**config.mk**
```make
export PLATFORM = sky130hd
export DESIGN_NAME = calendar_date_stepper_top
export DESIGN_NICKNAME = d
export VERILOG_FILES = /design/src/rtl/cds_pkg.sv /design/src/rtl/calendar_date_stepper_top.sv
export SDC_FILE = /design/constraint.sdc
export NUM_CORES = 1
export LEC_CHECK = 0
export ABC_AREA = 1
export BUFFER_PORTS_ARGS = -buffer_cell sky130_fd_sc_hd__buf_4
export CORE_MARGIN = 3
export CORE_UTILIZATION = 35
export CTS_BUF_LIST = sky130_fd_sc_hd__clkbuf_4 sky130_fd_sc_hd__clkbuf_8
export DETAILED_ROUTE_END_ITERATION = 16
export PLACE_DENSITY = 0.51
export SETUP_SLACK_MARGIN = 0.02
export SLEW_MARGIN = 25
export SYNTH_ARGS = -nofsm -noshare
export SYNTH_HDL_FRONTEND = slang
export SYNTH_SLANG_ARGS = --single-unit
```
**constraint.sdc**
```tcl
create_clock -name clk -period 11.35 [get_ports clk]
set_input_delay 1.135 -clock clk [delete_from_list [all_inputs] [get_ports clk]]
set_output_delay 1.135 -clock clk [all_outputs]
set_load 0.005 [all_outputs]
```
**src/rtl/cds_pkg.sv**
```systemverilog
package cds_pkg;

  localparam int unsigned YEAR_W  = 14;
  localparam int unsigned MONTH_W = 4;
  localparam int unsigned DAY_W   = 5;
  localparam int unsigned CNT_W   = 12;
  localparam int unsigned CMD_W   = 3;
  localparam int unsigned STAT_W  = 2;

  localparam logic [CNT_W-1:0]   MAX_DAY_COUNT = CNT_W'(4095);
  localparam logic [YEAR_W-1:0]  YEAR_MIN      = YEAR_W'(1);
  localparam logic [YEAR_W-1:0]  YEAR_MAX      = YEAR_W'(9999);
  localparam logic [YEAR_W-1:0]  YEAR_RST      = YEAR_W'(1990);
  localparam logic [MONTH_W-1:0] MONTH_JAN     = MONTH_W'(1);
  localparam logic [MONTH_W-1:0] MONTH_FEB     = MONTH_W'(2);
  localparam logic [MONTH_W-1:0] MONTH_DEC     = MONTH_W'(12);
  localparam logic [DAY_W-1:0]   DAY_FIRST     = DAY_W'(1);
  localparam logic [DAY_W-1:0]   DAY_DEC_LAST  = DAY_W'(31);

  // commands
  localparam logic [CMD_W-1:0] CMD_LOAD = 3'd0;
  localparam logic [CMD_W-1:0] CMD_NEXT = 3'd1;
  localparam logic [CMD_W-1:0] CMD_PREV = 3'd2;
  localparam logic [CMD_W-1:0] CMD_ADD  = 3'd3;
  localparam logic [CMD_W-1:0] CMD_SUB  = 3'd4;

  // status codes
  localparam logic [STAT_W-1:0] ST_OK  = 2'd0;
  localparam logic [STAT_W-1:0] ST_SAT = 2'd1;
  localparam logic [STAT_W-1:0] ST_BAD = 2'd2;

  // floor(y/100) = (y * 5243) >> 19, exact for y < 16384
  localparam int unsigned RECIP_100  = 5243;
  localparam int unsigned RECIP_SH   = 19;
  localparam int unsigned PROD_W     = 27;
  localparam int unsigned CENT_W     = 8;
  localparam int unsigned BACK_W     = 15;

  function automatic logic is_leap(input logic [YEAR_W-1:0] y);
    logic [PROD_W-1:0] prod;
    logic [CENT_W-1:0] cent;
    logic [BACK_W-1:0] back;
    logic              div100;
    prod   = PROD_W'(y) * PROD_W'(RECIP_100);
    cent   = prod[RECIP_SH +: CENT_W];
    back   = BACK_W'(cent) * BACK_W'(100);
    div100 = (back == BACK_W'(y));
    return (y[1:0] == 2'b00) && (!div100 || (cent[1:0] == 2'b00));
  endfunction

  // days in month; zero for a month code outside 1..12
  function automatic logic [DAY_W-1:0] month_len(input logic [MONTH_W-1:0] m,
                                                 input logic leap);
    logic [DAY_W-1:0] len;
    case (m)
      4'd1, 4'd3, 4'd5, 4'd7, 4'd8, 4'd10, 4'd12: len = DAY_W'(31);
      4'd4, 4'd6, 4'd9, 4'd11:                    len = DAY_W'(30);
      4'd2:                                        len = leap ? DAY_W'(29) : DAY_W'(28);
      default:                                     len = '0;
    endcase
    return len;
  endfunction

endpackage

```
**src/rtl/calendar_date_stepper_top.sv**
```systemverilog
// Gregorian date counter. Holds one date (reset 1990-01-01) and runs one
// command per input word: load, next day, previous day, add or subtract a
// day count (0..4095). Every command returns one output word with the date
// after the command and a status: 0 ok, 1 saturated at 0001-01-01 or
// 9999-12-31, 2 load rejected (date unchanged). Commands 5..7 echo the date.
// Timing: the block handles one word at a time and drops in_ready from
// acceptance until the result word is taken. A single shared month walker
// retires one month per cycle, and each crossing of a year boundary passes
// through S_LEAP to refresh the leap-year flag. Load runs S_LD_LEAP then
// S_LD_CHK; next/prev/add/sub run S_LEAP then the walk, before S_DONE.
module calendar_date_stepper_top
  import cds_pkg::*;
(
  input  logic               clk,
  input  logic               rst_n,
  input  logic               in_valid,
  output logic               in_ready,
  input  logic [CMD_W-1:0]   in_cmd,
  input  logic [YEAR_W-1:0]  in_load_year,
  input  logic [MONTH_W-1:0] in_load_month,
  input  logic [DAY_W-1:0]   in_load_day,
  input  logic [CNT_W-1:0]   in_day_count,
  output logic               out_valid,
  input  logic               out_ready,
  output logic [YEAR_W-1:0]  out_cur_year,
  output logic [MONTH_W-1:0] out_cur_month,
  output logic [DAY_W-1:0]   out_cur_day,
  output logic [STAT_W-1:0]  out_status
);

  typedef enum logic [2:0] {
    S_IDLE,
    S_LD_LEAP,
    S_LD_CHK,
    S_LEAP,
    S_ADD,
    S_SUB,
    S_DONE
  } state_t;

  state_t             state_r;
  logic [YEAR_W-1:0]  year_r;
  logic [MONTH_W-1:0] month_r;
  logic [DAY_W-1:0]   day_r;
  logic [STAT_W-1:0]  status_r;
  logic [CNT_W-1:0]   n_r;
  logic               add_r;     // direction of the walk
  logic               leap_r;    // leap flag of the year last run through the unit
  logic [YEAR_W-1:0]  ld_year_r;
  logic [MONTH_W-1:0] ld_month_r;
  logic [DAY_W-1:0]   ld_day_r;

  // shared leap unit: load year in S_LD_LEAP, else the held year
  logic [YEAR_W-1:0]  leap_src;
  logic               leap_calc;
  assign leap_src  = (state_r == S_LD_LEAP) ? ld_year_r : year_r;
  assign leap_calc = is_leap(leap_src);

  // month walker arithmetic
  logic [DAY_W-1:0]   cur_len;
  logic [DAY_W-1:0]   prev_len;
  logic [CNT_W:0]     day_sum;
  logic [DAY_W:0]     rest;       // days left in month including today
  logic [DAY_W-1:0]   ld_len;
  logic               ld_ok;
  logic [CNT_W-1:0]   cnt_clamp;

  assign cur_len  = month_len(month_r, leap_r);
  assign prev_len = month_len(month_r - MONTH_W'(1), leap_r);
  assign day_sum  = (CNT_W+1)'(day_r) + (CNT_W+1)'(n_r);
  assign rest     = (DAY_W+1)'(cur_len) - (DAY_W+1)'(day_r) + (DAY_W+1)'(1);
  assign ld_len   = month_len(ld_month_r, leap_r);
  assign ld_ok    = (ld_year_r >= YEAR_MIN) && (ld_year_r <= YEAR_MAX) &&
                    (ld_month_r >= MONTH_JAN) && (ld_month_r <= MONTH_DEC) &&
                    (ld_day_r != '0) && (ld_day_r <= ld_len);
  assign cnt_clamp = (in_day_count > MAX_DAY_COUNT) ? MAX_DAY_COUNT : in_day_count;

  always_ff @(posedge clk) begin
    if (!rst_n) begin
      state_r  <= S_IDLE;
      year_r   <= YEAR_RST;
      month_r  <= MONTH_JAN;
      day_r    <= DAY_FIRST;
      status_r <= ST_OK;
      leap_r   <= 1'b0;
      add_r    <= 1'b0;
      n_r      <= '0;
    end else begin
      unique case (state_r)
        S_IDLE: begin
          if (in_valid) begin
            ld_year_r  <= in_load_year;
            ld_month_r <= in_load_month;
            ld_day_r   <= in_load_day;
            status_r   <= ST_OK;
            case (in_cmd)
              CMD_LOAD: state_r <= S_LD_LEAP;
              CMD_NEXT: begin
                n_r     <= CNT_W'(1);
                add_r   <= 1'b1;
                state_r <= S_LEAP;
              end
              CMD_PREV: begin
                n_r     <= CNT_W'(1);
                add_r   <= 1'b0;
                state_r <= S_LEAP;
              end
              CMD_ADD: begin
                n_r     <= cnt_clamp;
                add_r   <= 1'b1;
                state_r <= S_LEAP;
              end
              CMD_SUB: begin
                n_r     <= cnt_clamp;
                add_r   <= 1'b0;
                state_r <= S_LEAP;
              end
              default: state_r <= S_DONE;
            endcase
          end
        end
        S_LD_LEAP: begin
          leap_r  <= leap_calc;
          state_r <= S_LD_CHK;
        end
        S_LD_CHK: begin
          if (ld_ok) begin
            year_r  <= ld_year_r;
            month_r <= ld_month_r;
            day_r   <= ld_day_r;
          end else begin
            status_r <= ST_BAD;
          end
          state_r <= S_DONE;
        end
        S_LEAP: begin
          leap_r  <= leap_calc;
          state_r <= add_r ? S_ADD : S_SUB;
        end
        S_ADD: begin
          if (n_r == '0) begin
            state_r <= S_DONE;
          end else if (day_sum <= (CNT_W+1)'(cur_len)) begin
            day_r   <= DAY_W'(day_sum);
            state_r <= S_DONE;
          end else begin
            n_r <= n_r - CNT_W'(rest);
            if (month_r < MONTH_DEC) begin
              month_r <= month_r + MONTH_W'(1);
              day_r   <= DAY_FIRST;
            end else if (year_r >= YEAR_MAX) begin
              // clamp at the top of the range
              month_r  <= MONTH_DEC;
              day_r    <= DAY_DEC_LAST;
              status_r <= ST_SAT;
              state_r  <= S_DONE;
            end else begin
              year_r  <= year_r + YEAR_W'(1);
              month_r <= MONTH_JAN;
              day_r   <= DAY_FIRST;
              state_r <= S_LEAP;
            end
          end
        end
        S_SUB: begin
          if (n_r == '0) begin
            state_r <= S_DONE;
          end else if (n_r < CNT_W'(day_r)) begin
            day_r   <= day_r - DAY_W'(n_r);
            state_r <= S_DONE;
          end else begin
            n_r <= n_r - CNT_W'(day_r);
            if (month_r > MONTH_JAN) begin
              month_r <= month_r - MONTH_W'(1);
              day_r   <= prev_len;
            end else if (year_r <= YEAR_MIN) begin
              // clamp at the bottom of the range
              month_r  <= MONTH_JAN;
              day_r    <= DAY_FIRST;
              status_r <= ST_SAT;
              state_r  <= S_DONE;
            end else begin
              // December always has 31 days; refresh leap for the new year
              year_r  <= year_r - YEAR_W'(1);
              month_r <= MONTH_DEC;
              day_r   <= DAY_DEC_LAST;
              state_r <= S_LEAP;
            end
          end
        end
        S_DONE: begin
          if (out_ready) begin
            state_r <= S_IDLE;
          end
        end
        default: state_r <= S_IDLE;
      endcase
    end
  end

  assign in_ready      = (state_r == S_IDLE);
  assign out_valid     = (state_r == S_DONE);
  assign out_cur_year  = year_r;
  assign out_cur_month = month_r;
  assign out_cur_day   = day_r;
  assign out_status    = status_r;

`ifndef NO_ASSERTIONS
  a_month_range: assert property (@(posedge clk) disable iff (!rst_n)
    out_valid |-> (out_cur_month >= MONTH_JAN) && (out_cur_month <= MONTH_DEC) &&
                  (out_cur_day != '0))
    else $error("result word carries an invalid month or day");

  a_one_side: assert property (@(posedge clk) disable iff (!rst_n)
    !(in_ready && out_valid))
    else $error("input taken while a result word is pending");

  a_sat_date: assert property (@(posedge clk) disable iff (!rst_n)
    (out_valid && out_status == ST_SAT) |->
      ((out_cur_year == YEAR_MAX && out_cur_month == MONTH_DEC &&
        out_cur_day == DAY_DEC_LAST) ||
       (out_cur_year == YEAR_MIN && out_cur_month == MONTH_JAN &&
        out_cur_day == DAY_FIRST)))
    else $error("saturated status without a range-end date");

  a_bad_keeps: assert property (@(posedge clk) disable iff (!rst_n)
    (state_r == S_LD_CHK && !ld_ok) |=>
      (year_r == $past(year_r)) && (month_r == $past(month_r)) &&
      (day_r == $past(day_r)))
    else $error("rejected load changed the date");
`endif

endmodule

```
==> results of run 1 <==
## layout make-up
type                    instances  area (um^2)  share of cell area [%]
repair buffers                 70        525.5                   4.460
multi-input cells            1156         7930                   67.30
well taps                     390        488.0                   4.141
flip-flops and latches         65         1531                   13.00
inverters                     290         1089                   9.238
clock inverters                 5        81.33                  0.6902
clock buffers                  11        138.9                   1.179
## kinds of logic after synthesis
logic type / count (synthesis) / share of synthesized area [%]
compound gates: 217 / 11.91
buf+inv: 321 / 11.74
simple gates: 667 / 27.63
xor+xnor: 42 / 3.504
fa+ha+maj: 230 / 30.92
flops: 65 / 14.29
## cell usage after synthesis (2+ instances only)
master	count	area (um^2)
o22ai_1	4	25.02
or2_2	5	31.28
nor4_1	2	12.51
dfxtp_1	42	840.8
xor2_1	27	236.5
nand3_4	2	35.03
nand4_1	33	206.5
a21oi_1	89	445.4
xnor2_1	14	122.6
nor2_1	130	488.0
clkbuf_2	2	10.01
a221oi_1	2	17.52
o211ai_1	18	135.1
nor2_2	4	25.02
a211o_1	2	17.52
nand2_4	4	45.04
o21ai_4	3	48.80
buf_2	7	35.03
buf_4	3	22.52
inv_2	14	52.55
ha_1	172	2152
o21a_1	2	15.01
nor2_4	4	45.04
edfxtp_1	23	690.7
fa_1	58	1161
o21ai_2	3	26.28
clkbuf_1	14	52.55
nand3b_1	12	90.09
o221ai_1	5	43.79
a21oi_2	2	17.52
nand2_1	342	1284
inv_1	275	1032
a31oi_1	6	37.54
o21ai_1	2	10.01
buf_6	4	45.04
nand2_2	10	62.56
nand3_1	94	470.5
o21ai_0	64	320.3
o21bai_1	5	37.54
nor3_1	19	95.09
a21o_1	5	37.54
## path summary, 6_finish.rpt
check	start	slack (ns)	endpoint	depth (start not counted)
max reg2reg	state_r[1]	2.71	leap_r	45
min	add_r	0.46	add_r	2
max	state_r[1]	2.71	leap_r	45
min reg2reg	add_r	0.46	add_r	2
## worst max-delay path: cells and delay by family (launching register included)
kind            cells  cell delay, ns
compound gates      5            0.84
simple gates       17            1.83
fa+ha+maj          10            3.86
buf+inv            11            0.91
flops               1            0.55
xor+xnor            2            0.51
## through the flow
step | setup slack [ns] | cell area [um^2] | util [%] | cells
after floorplan | 3.820 | 10710 | - | 1542
after global placement | 2.919 | 11560 | 38.71 | 1971
after detailed placement | 2.814 | 11560 | 38.71 | 1971
after CTS | 2.767 | 11780 | 39.44 | 1987
after global routing | 2.002 | 11780 | 39.44 | 1987
final | 2.707 | 11780 | 39.44 | 1987
## sequential cells by signal, indices dropped and copies added (netlist names)
name / count
ld_day_r: 5
out_cur_month: 4
state_r: 3
n_r: 12
out_status: 2
ld_year_r: 14
leap_r: 1
out_cur_year: 14
add_r: 1
out_cur_day: 5
ld_month_r: 4
## cell usage in the layout, fill, tap and decap left out, types with 9 or more instances in the layout
cell type / synthesis / layout
fa_1: 58 / 58
xor2_1: 27 / 27
o21ai_0: 64 / 63
nand3b_1: 12 / 12
clkbuf_8: 0 / 9
ha_1: 172 / 172
edfxtp_1: 23 / 23
xnor2_1: 14 / 14
o211ai_1: 18 / 18
nor2_1: 130 / 130
nand2_2: 10 / 10
dfxtp_1: 42 / 42
nand3_1: 94 / 94
nand2_1: 342 / 342
nand4_1: 33 / 33
buf_4: 3 / 70
inv_2: 14 / 14
a21oi_1: 89 / 89
nor3_1: 19 / 18
inv_1: 275 / 275
## metal layers
metal	GRT usage [%]	wire length, um	up-vias
met3	2.456	1678	51
li1	-	-	5105
met4	7.221	1070	0
met5	0	0	-
met2	32.73	14660	274
met1	27.92	15560	4580
==> results.ini, run 1 <==
[cts]
max-clock-path-buffers=2
worstSkewPairLatency_ns=0.39
cts_sinks=65
clk_pin_slew_ns=0.08
tritoncts_clock_tree=done
cts.hold.buffers_added=0
cts_buf_count=9
postCtsSetupRepairBufs=0
clockRootBuffer=clkbuf_8
ctsHtreeMaxLevel=3
cts.repair.resized=0

[logic_synthesis]
mappedNetlistNets=1814
postSynthRegisterBits=65
ys_warn_count=0
synth_cell_types=55
syn_area_per_cell_um2=6.948
number_of_enable_flip_flop_cells_after_synthesis=23
share_of_the_yosys_chip_area_belonging_to_registers_pct=14.29
post_synth_inst_count=1542
synthFlopType=dfxtp_1
syn_area_um2=10710
async_flop_share_pct=0

[routing]
antenna_left=0
wire_per_inst_um=16.59
drtIter0Drc=721
remaining_drc_errors=0
drt_pre_antenna_iters=6
route.detailed.vias_per_inst=5.038
drt-total-wl_um=32970
route.vias.total=10010

[sta]
report.final.slew_viol_count=0
final.period_utilization_pct=76.15
hold_slack_ns=0.4603
grt_setup_unrepaired=false
fmax_mhz=115.7
slew_headroom_pct=55.51
report.final.hold_viol_count=0
timing_worst_slew_pin_value_ns=0.6633
timing.final.setup_violations=0
fin_crit_ns=8.643
skew_ns=0.01846
fin_setup_tns_ns=0

[global_routing]
grt_usage_pct=20.24
grt_first_pass_wirelength_um=53070
grt-ovfl-total=0
grt_start_max_net_pins=34
vias_in_the_first_global_route=9805
antenna_found_initial=0

[cells_and_area]
area_growth_pct=9.985
drive_gt1_share_pct=8.892
antenna_cells=0
layout.filler_cells=3188
final_nets=1864

[flow_run]
max_cap_viol_count=0

[setup_path]
cp_slowest_cell=dfxtp_1
kind_of_capture_point_of_the_worst_setup_path=register
cp_data_required_time_ns=11.59
crit_path_max_fanout=23
worst_path_largest_cell_delay_ns=0.55
category_of_the_critical_setup_timing_path=reg2reg
critPathArrivalTime_ns=8.88
worst_setup_path_start_kind=register

[placement]
place_congestion=0.9420
portBuffers=68
placed_wire_length_estimate_um=27100

[floorplan]
die_h_um=181.0
coreArea_um2=29870
io-pin-count=69
floorplan.initialDensity_pct=35.86
die-area_um2=32750
fp-row-count=63
floorplan.die.width_um=181.0

[outcome]
status=complete, no violations

[min_path]
min_delay_worst_type=reg2reg

Power of run 1 is not shown: default switching activity piles up to over one toggle a cycle in this logic, so the estimate is an artifact.
==> run 2: changes to the inputs <==
Settings changed: ABC_AREA 1 to 0.
Clock period 11.35 ns to 8.3 ns, I/O delays scaled along.
==> results.ini, run 2 <==
[outcome]
status=complete, no violations

[cells_and_area]
area_growth_pct=24.12
most_frequent_standard_cell_in_the_layout_excluding_fill_and_tap_cells=buf_4
final_nets=1598  ; -14%
drive_gt1_share_pct=24.27  ; +15 points
layout.filler_cells=2827  ; -11%
most_frequent_cells_in_the_layout=159 x buf_4, 150 x inv_1, 149 x ha_1
antenna_cells=0  ; unchanged

[sta]
timing.final.setup_violations=0  ; unchanged
slew_headroom_pct=33.81  ; -22 points
fmax_mhz=125.7  ; +8.6%
timing_worst_slew_pin_value_ns=0.9892  ; +0.3260 ns
final.period_utilization_pct=95.88  ; +20 points
fin_crit_ns=7.958  ; -0.6854 ns
report.final.slew_viol_count=0  ; unchanged
fin_setup_tns_ns=0  ; unchanged
skew_ns=0.01970  ; +0.001244 ns
report.final.hold_viol_count=0  ; unchanged

[logic_synthesis]
largest_area_contributor_in_the_netlist=ha_1
post_synth_inst_count=1194  ; -23%
async_flop_share_pct=0  ; unchanged
number_of_enable_flip_flop_cells_after_synthesis=23  ; unchanged
syn_area_per_cell_um2=8.599  ; +24%
postSynthRegisterBits=65  ; unchanged
synth_cell_types=90  ; +64%
synthFlopType=dfxtp_1
netlist_top_cells_area=ha_1 21%, fa_1 11%, dfxtp_1 8.2%, edfxtp_1 6.7%, inv_1 5.8%
share_of_the_yosys_chip_area_belonging_to_registers_pct=14.92  ; +0.62 points
ranking_of_synthesized_cells_by_instance_count=172 x ha_1, 158 x inv_1, 77 x nor2_1
mappedNetlistNets=1466  ; -19%
library_cell_with_the_highest_instance_count_after_synthesis=ha_1
yosys.area.top_type_share_pct=20.96  ; +0.87 points
syn_area_um2=10270  ; -4.2%
ys_warn_count=0  ; unchanged

[floorplan]
die_h_um=177.3  ; -2.0%
io-pin-count=69  ; unchanged
coreArea_um2=28780  ; -3.7%
fp-row-count=62  ; -1.6%
die-area_um2=31430  ; -4.0%
floorplan.initialDensity_pct=35.68  ; -0.19 points
floorplan.die.width_um=177.3  ; -2.0%

[cts]
tritoncts_clock_tree=done
cts_sinks=65  ; unchanged
clockRootBuffer=clkbuf_8
cts_buf_count=9  ; unchanged
ctsHtreeMaxLevel=3  ; unchanged
max-clock-path-buffers=2  ; unchanged
cts.hold.buffers_added=0  ; unchanged
clk_pin_slew_ns=0.09  ; about the same
worstSkewPairLatency_ns=0.38  ; about the same

[placement]
placed_wire_length_estimate_um=25560  ; -5.7%
portBuffers=68  ; unchanged
place_congestion=0.8666  ; -8.0%

[routing]
route.detailed.vias_per_inst=5.406  ; +7.3%
antenna_left=0  ; unchanged
wl_met2_um=16540  ; +13%
route.vias.total=9272  ; -7.4%
drt-total-wl_um=32830  ; -0.42%
drt_pre_antenna_iters=5  ; -1
drtIter0Drc=416  ; -42%
top_layer_used=met4
wl_met3_um=1031  ; -39%
routedLengthMet1_um=14320  ; -8.0%
wire_per_inst_um=19.14  ; +15%
remaining_drc_errors=0  ; unchanged

[setup_path]
worst_setup_path_start_kind=register
dominant_cell_type_by_count_on_the_critical_path=ha_1
crit-reg2reg-launch=state_r[2]
category_of_the_critical_setup_timing_path=reg2reg
crit_path_max_fanout=4  ; -83%
worst_path_largest_cell_delay_ns=0.54  ; about the same
cp_slowest_cell=fa_1
critical_path.startpoint=state_r[2]
cp_data_required_time_ns=8.56  ; -3.03 ns
kind_of_capture_point_of_the_worst_setup_path=register
critPathArrivalTime_ns=8.22  ; -0.66 ns

[global_routing]
vias_in_the_first_global_route=9207  ; -6.1%
grt_first_pass_wirelength_um=50800  ; -4.3%
antenna_found_initial=0  ; unchanged
grt-ovfl-total=0  ; unchanged
grt_usage_pct=20.51  ; +0.27 points
grt_start_max_net_pins=51  ; +50%

[min_path]
min_delay_worst_type=reg2reg
hold_start=out_status[0]

[flow_run]
max_cap_viol_count=0  ; unchanged

==> run 2: cell count changes in the layout (fill, tap and decap cells not counted), sizes merged, moves of 19 or more <==
cell   delta
nand2   -292
inv     -126
buf     +102
nand3    -66
nor2     -60
xnor2    +29
a21oi    -28
nand4    -19
==> run 2: stage by stage <==
stage	std cells	hold WS [ns]	cell area [um^2]	util [%]	setup slack, ns
global placement	1673	0.5056	11650	40.47	-0.2323
finish	1715	0.5170	12740	44.28	0.3420
detailed placement	1673	0.5070	11650	40.47	-0.2843
global route	1715	0.5574	12740	44.28	-0.06815
floorplan	1194	0.4699	10270	-	0.08972
CTS	1702	0.5196	12110	42.07	0.03729
==> run 2: worst max-delay path, delay by kind of cell (launching register included) <==
kind / cells / cell delay [ns]
buf+inv: 6 / 0.70
mux: 1 / 0.30
xor+xnor: 3 / 0.55
compound gates: 9 / 1.57
fa+ha+maj: 10 / 3.49
flops: 1 / 0.34
simple gates: 5 / 0.89
==> run 2: kinds of logic after synthesis <==
| logic type | synth area share [%] |
|---|---|
| adders and majority gates | 32.46 |
| xor gates and xnor gates | 6.057 |
| DFF | 14.92 |
| and+or+nand+nor | 14.60 |
| buffers and inverters | 8.116 |
| AOI/OAI and AO/OA | 21.26 |
| muxes | 2.583 |
==> run 2: final timing paths <==
kind | end | cells after the start | slack [ns]
min | out_status[0] | 2 | 0.52
max reg2reg | leap_r | 34 | 0.34
min reg2reg | out_status[0] | 2 | 0.52
max | leap_r | 34 | 0.34
==> run 2: layout make-up <==
class                      instances  area, um^2  area share [%]
clock inverter                     7       85.08          0.6676
tap                              384       480.5           3.770
sequential                        65        1535           12.05
inverter                         160       600.6           4.713
multi-input combinational        918        8534           66.97
timing repair buffer             172        1384           10.86
clock buffer                       9       123.9          0.9720
==> run 2: layer usage <==
layer	track usage (%)	vias to the layer above
met2	36.81	228
li1	-	4549
met1	25.93	4442
met5	0	-
met3	1.737	53
met4	6.610	0
==> run 2: timing repair <==
item,4_1_cts,5_1_grt
setup buffers,14,13
setup endpoints to repair,1,1
resized for setup,27,87
pin swaps,19,49
Power of run 2 is left out for the same reason.
